--- src/hdl/pcf_pkg.sv ---
// Shared types and constants for the presence change filter cache.
// No dependencies; imported by every module of the block.
package pcf_pkg;

  localparam int ADDR_W        = 16;
  localparam int PRES_W        = 2;
  localparam int CACHE_ENTRIES = 8;
  localparam int ENTRY_IDX_W   = (CACHE_ENTRIES > 1) ? $clog2(CACHE_ENTRIES) : 1;

  localparam logic [ADDR_W-1:0] UNICAST_MAX = 16'h7FFF;

  typedef enum logic [1:0] {
    KIND_NONE    = 2'd0,
    KIND_SELF    = 2'd1,
    KIND_DIRECT  = 2'd2,
    KIND_CHANGED = 2'd3
  } kind_t;

  typedef enum logic [1:0] {
    ROUTE_NONE   = 2'd0,
    ROUTE_SELF   = 2'd1,
    ROUTE_DIRECT = 2'd2,
    ROUTE_CACHE  = 2'd3
  } route_t;

  typedef struct packed {
    logic              valid;
    logic [ADDR_W-1:0] addr;
    logic [PRES_W-1:0] pres;
  } cache_req_t;

endpackage

--- src/hdl/pcf_classify.sv ---
// Report classifier: decides whether a report is local, direct, dropped
// or goes to the cache. Pure combinational; depends on pcf_pkg.
module pcf_classify (
  input  logic [pcf_pkg::ADDR_W-1:0] local_address,
  input  logic [pcf_pkg::ADDR_W-1:0] source_address,
  input  logic [pcf_pkg::ADDR_W-1:0] dest_address,
  output pcf_pkg::route_t            route
);
  import pcf_pkg::*;

  logic dst_unicast;

  assign dst_unicast = (dest_address != '0) && (dest_address <= UNICAST_MAX);

  always_comb begin
    if (source_address == local_address) begin
      route = dst_unicast ? ROUTE_SELF : ROUTE_NONE;
    end else if (dst_unicast) begin
      route = ROUTE_DIRECT;
    end else if (source_address == '0) begin
      // address zero marks an empty slot and cannot be cached
      route = ROUTE_NONE;
    end else begin
      route = ROUTE_CACHE;
    end
  end

endmodule

--- src/hdl/pcf_cache.sv ---
// Fully associative presence cache with first-empty fill and round-robin
// replacement. Lookup is combinational, update at the clock; uses pcf_pkg.
module pcf_cache (
  input  logic                clk,
  input  logic                rst_n,
  input  pcf_pkg::cache_req_t req,
  output logic                changed
);
  import pcf_pkg::*;

  logic [ADDR_W-1:0]      entry_address_r  [CACHE_ENTRIES];
  logic [PRES_W-1:0]      entry_presence_r [CACHE_ENTRIES];
  logic [ENTRY_IDX_W-1:0] victim_head_r;
  logic [ENTRY_IDX_W-1:0] victim_head_nxt;

  logic [CACHE_ENTRIES-1:0] hit_vec;
  logic [CACHE_ENTRIES-1:0] empty_vec;
  logic [ENTRY_IDX_W-1:0]   hit_idx;
  logic [ENTRY_IDX_W-1:0]   empty_idx;
  logic [ENTRY_IDX_W-1:0]   fill_idx;
  logic                     hit;
  logic                     any_empty;
  logic                     same_pres;

  always_comb begin
    for (int i = 0; i < CACHE_ENTRIES; i++) begin
      hit_vec[i]   = (entry_address_r[i] == req.addr);
      empty_vec[i] = (entry_address_r[i] == '0);
    end
  end

  // lowest set bit wins; scan from the top so the lowest overrides
  always_comb begin
    hit_idx   = '0;
    empty_idx = '0;
    for (int i = CACHE_ENTRIES - 1; i >= 0; i--) begin
      if (hit_vec[i]) begin
        hit_idx = ENTRY_IDX_W'(i);
      end
      if (empty_vec[i]) begin
        empty_idx = ENTRY_IDX_W'(i);
      end
    end
  end

  assign hit       = |hit_vec;
  assign any_empty = |empty_vec;
  assign same_pres = (entry_presence_r[hit_idx] == req.pres);
  assign changed   = req.valid && !(hit && same_pres);
  assign fill_idx  = any_empty ? empty_idx : victim_head_r;

  always_comb begin
    victim_head_nxt = victim_head_r;
    if (req.valid && !hit && !any_empty) begin
      if (victim_head_r == ENTRY_IDX_W'(CACHE_ENTRIES - 1)) begin
        victim_head_nxt = '0;
      end else begin
        victim_head_nxt = victim_head_r + 1'b1;
      end
    end
  end

  always_ff @(posedge clk) begin
    if (!rst_n) begin
      victim_head_r <= '0;
      for (int i = 0; i < CACHE_ENTRIES; i++) begin
        entry_address_r[i]  <= '0;
        entry_presence_r[i] <= '0;
      end
    end else begin
      victim_head_r <= victim_head_nxt;
      if (req.valid) begin
        if (hit) begin
          entry_presence_r[hit_idx] <= req.pres;
        end else begin
          entry_address_r[fill_idx]  <= req.addr;
          entry_presence_r[fill_idx] <= req.pres;
        end
      end
    end
  end

endmodule

--- src/hdl/presence_change_filter_cache.sv ---
// Top level of the presence change filter cache.
// Instantiates pcf_classify and pcf_cache; uses pcf_pkg.
//
// Usage:
//   Input channel: drive in_source_address, in_dest_address and in_presence
//   with start high; the report transfers at a clock edge where start is
//   high and busy is low. busy stays low, so a report may transfer every
//   cycle.
//   Result channel: each report gives exactly one result. out_valid is high
//   for one cycle with out_report_kind, out_reported_address and
//   out_reported_presence; the result transfers at the edge ending that
//   cycle. The receiver cannot stall.
//   The result passes through the input register, then the result register,
//   before it transfers. Throughput: 1 report per cycle; the cache lookup,
//   fill pick and update all settle between those registers, so
//   back-to-back reports see each other's updates.
//   Configuration: cfg_we writes cfg_wdata into local_address; write only
//   while no report is in flight.
//   Reset (rst_n low, synchronous): local_address 0, all cache slots empty,
//   replacement head 0, no result pending.
module presence_change_filter_cache (
  input  logic                       clk,
  input  logic                       rst_n,
  input  logic                       start,
  output logic                       busy,
  input  logic [pcf_pkg::ADDR_W-1:0] in_source_address,
  input  logic [pcf_pkg::ADDR_W-1:0] in_dest_address,
  input  logic [pcf_pkg::PRES_W-1:0] in_presence,
  output logic                       out_valid,
  output logic [1:0]                 out_report_kind,
  output logic [pcf_pkg::ADDR_W-1:0] out_reported_address,
  output logic [pcf_pkg::PRES_W-1:0] out_reported_presence,
  input  logic                       cfg_we,
  input  logic [pcf_pkg::ADDR_W-1:0] cfg_wdata
);
  import pcf_pkg::*;

  logic [ADDR_W-1:0] local_address_r;

  logic              in_valid_r;
  logic [ADDR_W-1:0] src_r;
  logic [ADDR_W-1:0] dst_r;
  logic [PRES_W-1:0] pres_r;

  route_t     route;
  cache_req_t cache_req;
  logic       cache_changed;
  kind_t      kind_nxt;

  logic              out_valid_r;
  kind_t             kind_r;
  logic [ADDR_W-1:0] addr_r;
  logic [PRES_W-1:0] pres_out_r;

  assign busy = 1'b0;

  always_ff @(posedge clk) begin
    if (!rst_n) begin
      local_address_r <= '0;
    end else if (cfg_we) begin
      local_address_r <= cfg_wdata;
    end
  end

  // input register
  always_ff @(posedge clk) begin
    if (!rst_n) begin
      in_valid_r <= 1'b0;
    end else begin
      in_valid_r <= start && !busy;
    end
  end

  always_ff @(posedge clk) begin
    if (start && !busy) begin
      src_r  <= in_source_address;
      dst_r  <= in_dest_address;
      pres_r <= in_presence;
    end
  end

  pcf_classify u_classify (
    .local_address  (local_address_r),
    .source_address (src_r),
    .dest_address   (dst_r),
    .route          (route)
  );

  assign cache_req.valid = in_valid_r && (route == ROUTE_CACHE);
  assign cache_req.addr  = src_r;
  assign cache_req.pres  = pres_r;

  pcf_cache u_cache (
    .clk     (clk),
    .rst_n   (rst_n),
    .req     (cache_req),
    .changed (cache_changed)
  );

  always_comb begin
    case (route)
      ROUTE_SELF:   kind_nxt = KIND_SELF;
      ROUTE_DIRECT: kind_nxt = KIND_DIRECT;
      ROUTE_CACHE:  kind_nxt = cache_changed ? KIND_CHANGED : KIND_NONE;
      default:      kind_nxt = KIND_NONE;
    endcase
  end

  // result register
  always_ff @(posedge clk) begin
    if (!rst_n) begin
      out_valid_r <= 1'b0;
    end else begin
      out_valid_r <= in_valid_r;
    end
  end

  always_ff @(posedge clk) begin
    if (in_valid_r) begin
      kind_r     <= kind_nxt;
      addr_r     <= src_r;
      pres_out_r <= pres_r;
    end
  end

  assign out_valid             = out_valid_r;
  assign out_report_kind       = kind_r;
  assign out_reported_address  = addr_r;
  assign out_reported_presence = pres_out_r;

endmodule

--- config.mk ---
export PLATFORM = sky130hd
export DESIGN_NAME = presence_change_filter_cache
export DESIGN_NICKNAME = d
export VERILOG_FILES = /design/src/hdl/pcf_pkg.sv /design/src/hdl/pcf_classify.sv /design/src/hdl/pcf_cache.sv /design/src/hdl/presence_change_filter_cache.sv
export SDC_FILE = /design/constraint.sdc
export NUM_CORES = 1
export LEC_CHECK = 0
export ABC_AREA = 0
export BUFFER_PORTS_ARGS = -buffer_cell sky130_fd_sc_hd__buf_2
export CAP_MARGIN = 20
export CORE_MARGIN = 1
export CORE_UTILIZATION = 41
export CTS_CLUSTER_DIAMETER = 60
export DETAILED_ROUTE_END_ITERATION = 6
export GPL_TIMING_DRIVEN = 0
export PLACE_DENSITY = 0.7
export SYNTH_ARGS = -nofsm -noshare
export SYNTH_HDL_FRONTEND = slang
export SYNTH_SLANG_ARGS = --single-unit
export TNS_END_PERCENT = 30
--- constraint.sdc ---
create_clock -name clk -period 3.3 [get_ports clk]
set_input_delay 0.165 -clock clk [delete_from_list [all_inputs] [get_ports clk]]
set_output_delay 0.165 -clock clk [all_outputs]
set_load 0.01 [all_outputs]
==> impl_metrics.ini, run 1 <==
[route]
routedWlPerCell_um = 20.5
wl_mm = 27.5
viasPerCell = 5.29
firstDrtPassIters = 5
route.detailed.drc = 0
drtAntennaViolNets = 0
drt-initial-drc-count = 683
vias = 7100

[floorplan]
dieHeight_um = 163
ios = 76
rows = 58
core_sq_um = 25300
die_area_sq_um = 26700
start_util = 0.421
fp.dieW_um = 163

[cts]
clock-root-buffer = clkbuf_16
cts_tree = yes
cts.clk_slew.worst_paths_ns = 0.06
clkSinkCount = 219
cts.path.max_buffers = 3
clk_latency_ns = 0.52
cts_buffers = 24
cts.htree.levels = 1

[timing]
period_share = 0.989
slew_headroom = 0.119
period_minus_slack_ns = 3.26
report.final.slew_viol_count = 0
fin_worst_skew_ns = 0.0186
worst_pin_slew_ns = 1.32
setup_violations = 0
hold_viol_final = 0
rsz0062_at_grt = true
fmax_ghz = 0.306
fin_ws_ns = 0.0359

[cells_and_area]
area_growth_pct = 23.6
fill_cells = 2068
seq_area_sq_um = 6370
drive_gt1_frac = 0.230
layout.nets = 1049
fin_util = 0.520
multi_input_area_sq_um = 4120

[worst_setup_path]
start_kind = flip-flop
crit_type = flip-flop to flip-flop
end_kind = flip-flop
crit_arrival_ns = 3.52
critPathMaxFanout = 10
worstPathRequired_ns = 3.55
regToRegSetupSlack_ns = 0.04

[power_and_ir_drop]
vdd_drop_max_mv = 0.517
leakagePower_nw = 5.12
pwr_density_cell_nw_per_um2 = 499

[worst_hold_path]
hp-class = primary input to flip-flop

[logic_synthesis]
synth_warnings = 0
syn_nets = 873
syn-instance-count = 817
synth-edff-count = 198
netlist-cell-type-count = 61
synth_area_sq_um = 10700
syn_area_per_cell_sq_um = 13.1
synth_top_flop_cell = edfxtp_1
yosys_register_bits = 219
ys_seq_area_frac = 0.597
ys_async_sr_fraction = 0

[placed_design]
port_buffers = 73
gp_congestion = 0.880
dp_hpwl_mm = 17.6
dp_slack_ns = -0.526

[global_routing]
antenna_found_initial = 0
grt_max_degree = 36
first_global_vias = 7064
grtUsageTotal = 0.204
grt_first_pass_wirelength_mm = 40.5
grt-ovfl-total = 0

[status]
outcome = completed

[run]
cap_violations = 0
## final timing paths
path                                   to      from  cells after the start
setup reg to reg       out_report_kind[1]  src_r[0]                     13
hold reg to reg   out_reported_address[7]  src_r[7]                      0
setup / recovery       out_report_kind[1]  src_r[0]                     13
hold / removal         local_address_r[4]    cfg_we                      3
## registers in the layout, indices dropped and copies added (netlist names)
signal                    cells
u_cache.victim_head_r         3
u_cache.entry_presence_r     16
src_r                        16
in_valid_r                    1
pres_r                        2
out_reported_address         16
out_report_kind               2
dst_r                        16
out_valid                     1
out_reported_presence         2
u_cache.entry_address_r     128
local_address_r              16
## layer usage
| layer | up-vias | global-route usage | wire [um] |
|---|---|---|---|
| li1 | 3298 | - | - |
| met1 | 3490 | 0.284 | 11900 |
| met2 | 263 | 0.330 | 12900 |
| met3 | 49 | 0.0279 | 1990 |
| met4 | 0 | 0.0633 | 730 |
| met5 | - | 0 | 0 |
## report_power, final
group          total (W)  leakage, nW  switching, W  internal, W
logic           0.000699         2.56      0.000405     0.000295
clock network    0.00262        0.379       0.00109      0.00154
registers        0.00325         2.18     0.0000861      0.00316
total            0.00657         5.12       0.00158      0.00499
## layout make-up
cell class | instances | area share
clock inverter | 16 | 0.00978
timing repair buffer | 148 | 0.0802
buffer | 50 | 0.0324
multi-input combinational | 545 | 0.313
tap | 330 | 0.0313
inverter | 5 | 0.00161
antenna | 1 | 0.000190
sequential | 219 | 0.483
clock buffer | 28 | 0.0483
## critical path, cell delays in order, from the launching register on
cell and delay (ns):
edfxtp_1 0.46, buf_12 0.18, buf_8 0.15, xor2_1 0.18, nor4_2 0.27, nand4_1 0.31, nand2_1 0.12, and3_1 0.16
buf_4 0.15, o21ba_2 0.23, mux2i_1 0.31, a21oi_1 0.13, a2bb2oi_2 0.20, o221ai_1 0.15
## synthesized netlist by cell type (9+ instances only)
cell | instances | area share
and2_2 | 9 | 0.0063
nand2_1 | 17 | 0.0060
nor2_1 | 18 | 0.0063
edfxtp_1 | 198 | 0.56
dfxtp_1 | 21 | 0.039
nor2b_1 | 20 | 0.012
o21ai_0 | 13 | 0.0061
nor4_1 | 69 | 0.040
nand4_1 | 24 | 0.014
mux2i_1 | 25 | 0.023
and2_1 | 135 | 0.079
clkbuf_1 | 11 | 0.0039
xor2_1 | 128 | 0.11
xnor2_1 | 16 | 0.013
buf_4 | 17 | 0.012
buf_6 | 13 | 0.014
## timing repair
item / in CTS / in global routing
gates cloned: 0 / 2
setup endpoints to repair: 207 / 221
resized for setup: 15 / 54
pin swaps: 1 / 10
buffers inserted: 0 / 21
endpoints found under the hold margin: 50 / 0
hold buffers: 50 / 0
## stage by stage
stage | instances | power [W] | setup TNS [ns] | instance area [sq um] | hold WS, ns
3_5_place_dp | 1224 | 0.00390 | -43.70 | 11500 | 0.344
6_report | 1342 | 0.00657 | 0 | 13200 | 0.169
3_3_place_gp | 1220 | 0.00389 | -90.19 | 11400 | 0.342
5_1_grt | 1341 | 0.00676 | -3.09 | 13200 | 0.184
2_1_floorplan | 817 | 0.00366 | -0.887 | 10700 | 0.264
4_1_cts | 1318 | 0.00654 | -0.741 | 12800 | 0.153
## logic make-up after synthesis
family	Yosys count	synth area share
AND/OR/NAND/NOR	330	0.191
flip-flops	219	0.597
XOR/XNOR	144	0.118
buffers and inverters	55	0.0372
AO/OA/AOI/OAI	39	0.0277
multiplexers	27	0.0259
adder cells (fa/ha/maj)	2	0.00235
other	1	0.000352
## layout by cell type (no fill, tap or decap), types with 18 or more instances in the layout
cell,Yosys,final
edfxtp_1,198,198
and2_1,135,135
xor2_1,128,126
buf_2,2,73
nor4_1,69,62
dlygate4sd3_1,0,50
buf_4,17,38
clkbuf_16,0,25
nand4_1,24,24
mux2i_1,25,24
dfxtp_1,21,20
nor2b_1,20,18
No activity file was read; power rests on OpenSTA's default activity.
==> run 2: changes to the inputs <==
--- a/config.mk
+++ b/config.mk
@@ -8,6 +8,7 @@
 export ABC_AREA = 0
 export BUFFER_PORTS_ARGS = -buffer_cell sky130_fd_sc_hd__buf_2
 export CAP_MARGIN = 20
+export CORE_ASPECT_RATIO = 0.9
 export CORE_MARGIN = 1
 export CORE_UTILIZATION = 41
 export CTS_CLUSTER_DIAMETER = 60
==> run 2 against run 1 <==
Non-clock buffer count decreased by 15. Clock-buffer cell count did not move. Sequential share of layout area up 0.95 points. Critical path depth shrank 4. Highest routed layer unchanged. Core utilization down 1.0 points.
==> impl_metrics.ini, run 2 (synthesis results as in run 1) <==
[worst_hold_path]
hp-class = primary input to flip-flop
min_from = cfg_we

[cells_and_area]
largest_register = u_cache.entry_address_r
diodes = 0
layout_commonest_cell = edfxtp_1
fill_cells = 2207
fin_area_sq_um = 12900
fin_util = 0.510
largest_register_ffs = 128
drive_gt1_frac = 0.211
layout.nets = 1033
final_cell_mix = edfxtp_1 (198), and2_1 (135), xor2_1 (128)
area_growth_pct = 21.2

[placed_design]
dp_hpwl_mm = 17.8
dpl-instance-area_sq_um = 11500
port_buffers = 73
gp_congestion = 0.872

[timing]
fin_worst_skew_ns = 0.0124
worst_pin_slew_ns = 1.20
hold_viol_final = 0
period_share = 0.989
setup_violations = 0
rsz0062_at_grt = true
report.final.slew_viol_count = 0
setup_tns_ns = 0
period_minus_slack_ns = 3.26
slew_headroom = 0.198
fmax_ghz = 0.306

[route]
wl_met3_mm = 2.14
viasPerCell = 5.30
top_layer = met4
wl_mm = 27.9
route.detailed.drc = 0
routedWlPerCell_um = 20.9
drt-initial-drc-count = 590
route.met2.wl_mm = 12.9
drtAntennaViolNets = 0
drt-met1-wl_mm = 12.1
vias = 7079
firstDrtPassIters = 5

[worst_setup_path]
end_kind = flip-flop
critPathTopFamily = simple AND/OR/NAND/NOR gates
regToRegSetupSlack_ns = 0.04
crit_type = flip-flop to flip-flop
crit_start = u_cache.entry_address_r[7][12]
crit_arrival_ns = 3.46
worstPathRequired_ns = 3.50
critical-path-max-stage-delay_ns = 0.41
start_kind = flip-flop
cp_num_buf_inv = 1
rr_startpoint = u_cache.entry_address_r[7][12]
critPathMaxFanout = 16
cp_slowest_cell = edfxtp_1
path_common_cell = o21ai_0
crit_chain = nor4_1 > nand4_1 > o21ai_0 > a21boi_0 > o21ai_0 > a22o_1 > clkbuf_2 > nor2b_2 > nand2b_4

[cts]
cts_buffers = 24
cts.clk_slew.worst_paths_ns = 0.06
cts.path.max_buffers = 3
clock-root-buffer = clkbuf_16
cts_tree = yes
cts.htree.levels = 1
clkSinkCount = 219
clk_latency_ns = 0.52

[floorplan]
ios = 76
core_sq_um = 25300
fp.dieW_um = 172
dieHeight_um = 155
die_area_sq_um = 26700
rows = 55
start_util = 0.421

[power_and_ir_drop]
clockPowerShare = 0.385
p_comb_frac = 0.105
vdd_drop_max_mv = 0.399
swShare = 0.246
leakagePower_nw = 4.99
switchingPower_w = 0.00157
seqPwrFrac = 0.510
cell_internal_pwr_w = 0.00482
pwr_density_cell_nw_per_um2 = 494

[global_routing]
grt_max_degree = 36
grt-ovfl-total = 0
grtUsageTotal = 0.208
first_global_vias = 7061
grt_first_pass_wirelength_mm = 40.9
antenna_found_initial = 0

[run]
cap_violations = 0

[status]
outcome = completed
run 2: cell types whose count changed in the layout (fill, tap and decap cells not counted), sizes merged:
cell,delta
clkinvlp,+1
clkbuf,+2
diode,-1
bufinv,-2
clkinv,-1
buf,-17
nor2b,-1
run 2: worst min-delay path, stage by stage:
cell and delay (ns):
clkbuf_1 0.21, mux2i_1 0.20, nor2b_1 0.06
run 2: through the flow:
| step | hold slack [ns] | power (W) | std cells | setup slack (ns) |
|---|---|---|---|---|
| global route | 0.206 | 0.00657 | 1335 | -0.122 |
| detailed placement | 0.343 | 0.00390 | 1236 | -0.650 |
| global placement | 0.342 | 0.00389 | 1232 | -1.22 |
| floorplan | 0.264 | 0.00366 | 817 | -0.0295 |
| finish | 0.164 | 0.00639 | 1335 | 0.0351 |
| CTS | 0.170 | 0.00638 | 1328 | -0.0260 |
run 2: routing by layer:
layer  GRT usage  vias to the layer above
li1            -                     3258
met1       0.285                     3462
met2       0.339                      306
met3      0.0364                       53
met4      0.0594                        0
met5           0                        -
run 2: final cells by class:
class                      count  area [sq um]  share of cell area
clock inverter                14          78.8             0.00610
inverter                       5          18.8             0.00145
sequential                   219          6370               0.493
timing repair buffer         133           945              0.0731
buffer                        50           387              0.0299
multi-input combinational    544          4060               0.314
clock buffer                  28           637              0.0493
tap                          342           428              0.0331
run 2: worst paths after layout:
check | end | cells past startpoint
worst min register to register | out_reported_address[14] | 0
worst max-delay path | u_cache.entry_address_r[1][13] | 9
worst min-delay path | local_address_r[2] | 3
worst max register to register | u_cache.entry_address_r[1][13] | 9
run 2: power by group through the flow:
| stage | clock network [W] | registers, W | logic [W] |
|---|---|---|---|
| after floorplan | 0 | 0.00329 | 0.000364 |
| after global placement | 0 | 0.00330 | 0.000585 |
| after detailed placement | 0 | 0.00331 | 0.000596 |
| after CTS | 0.00248 | 0.00325 | 0.000652 |
| after global routing | 0.00258 | 0.00327 | 0.000720 |
| final | 0.00246 | 0.00325 | 0.000674 |
run 2: what timing repair did:
| item | CTS | global route |
|---|---|---|
| endpoints found under the setup margin | 213 | 219 |
| resized for setup | 16 | 27 |
| hold endpoints to repair | 50 | 0 |
| gates cloned | 0 | 1 |
| pin swaps | 1 | 7 |
| hold buffers | 50 | 0 |
| buffers inserted | 0 | 6 |
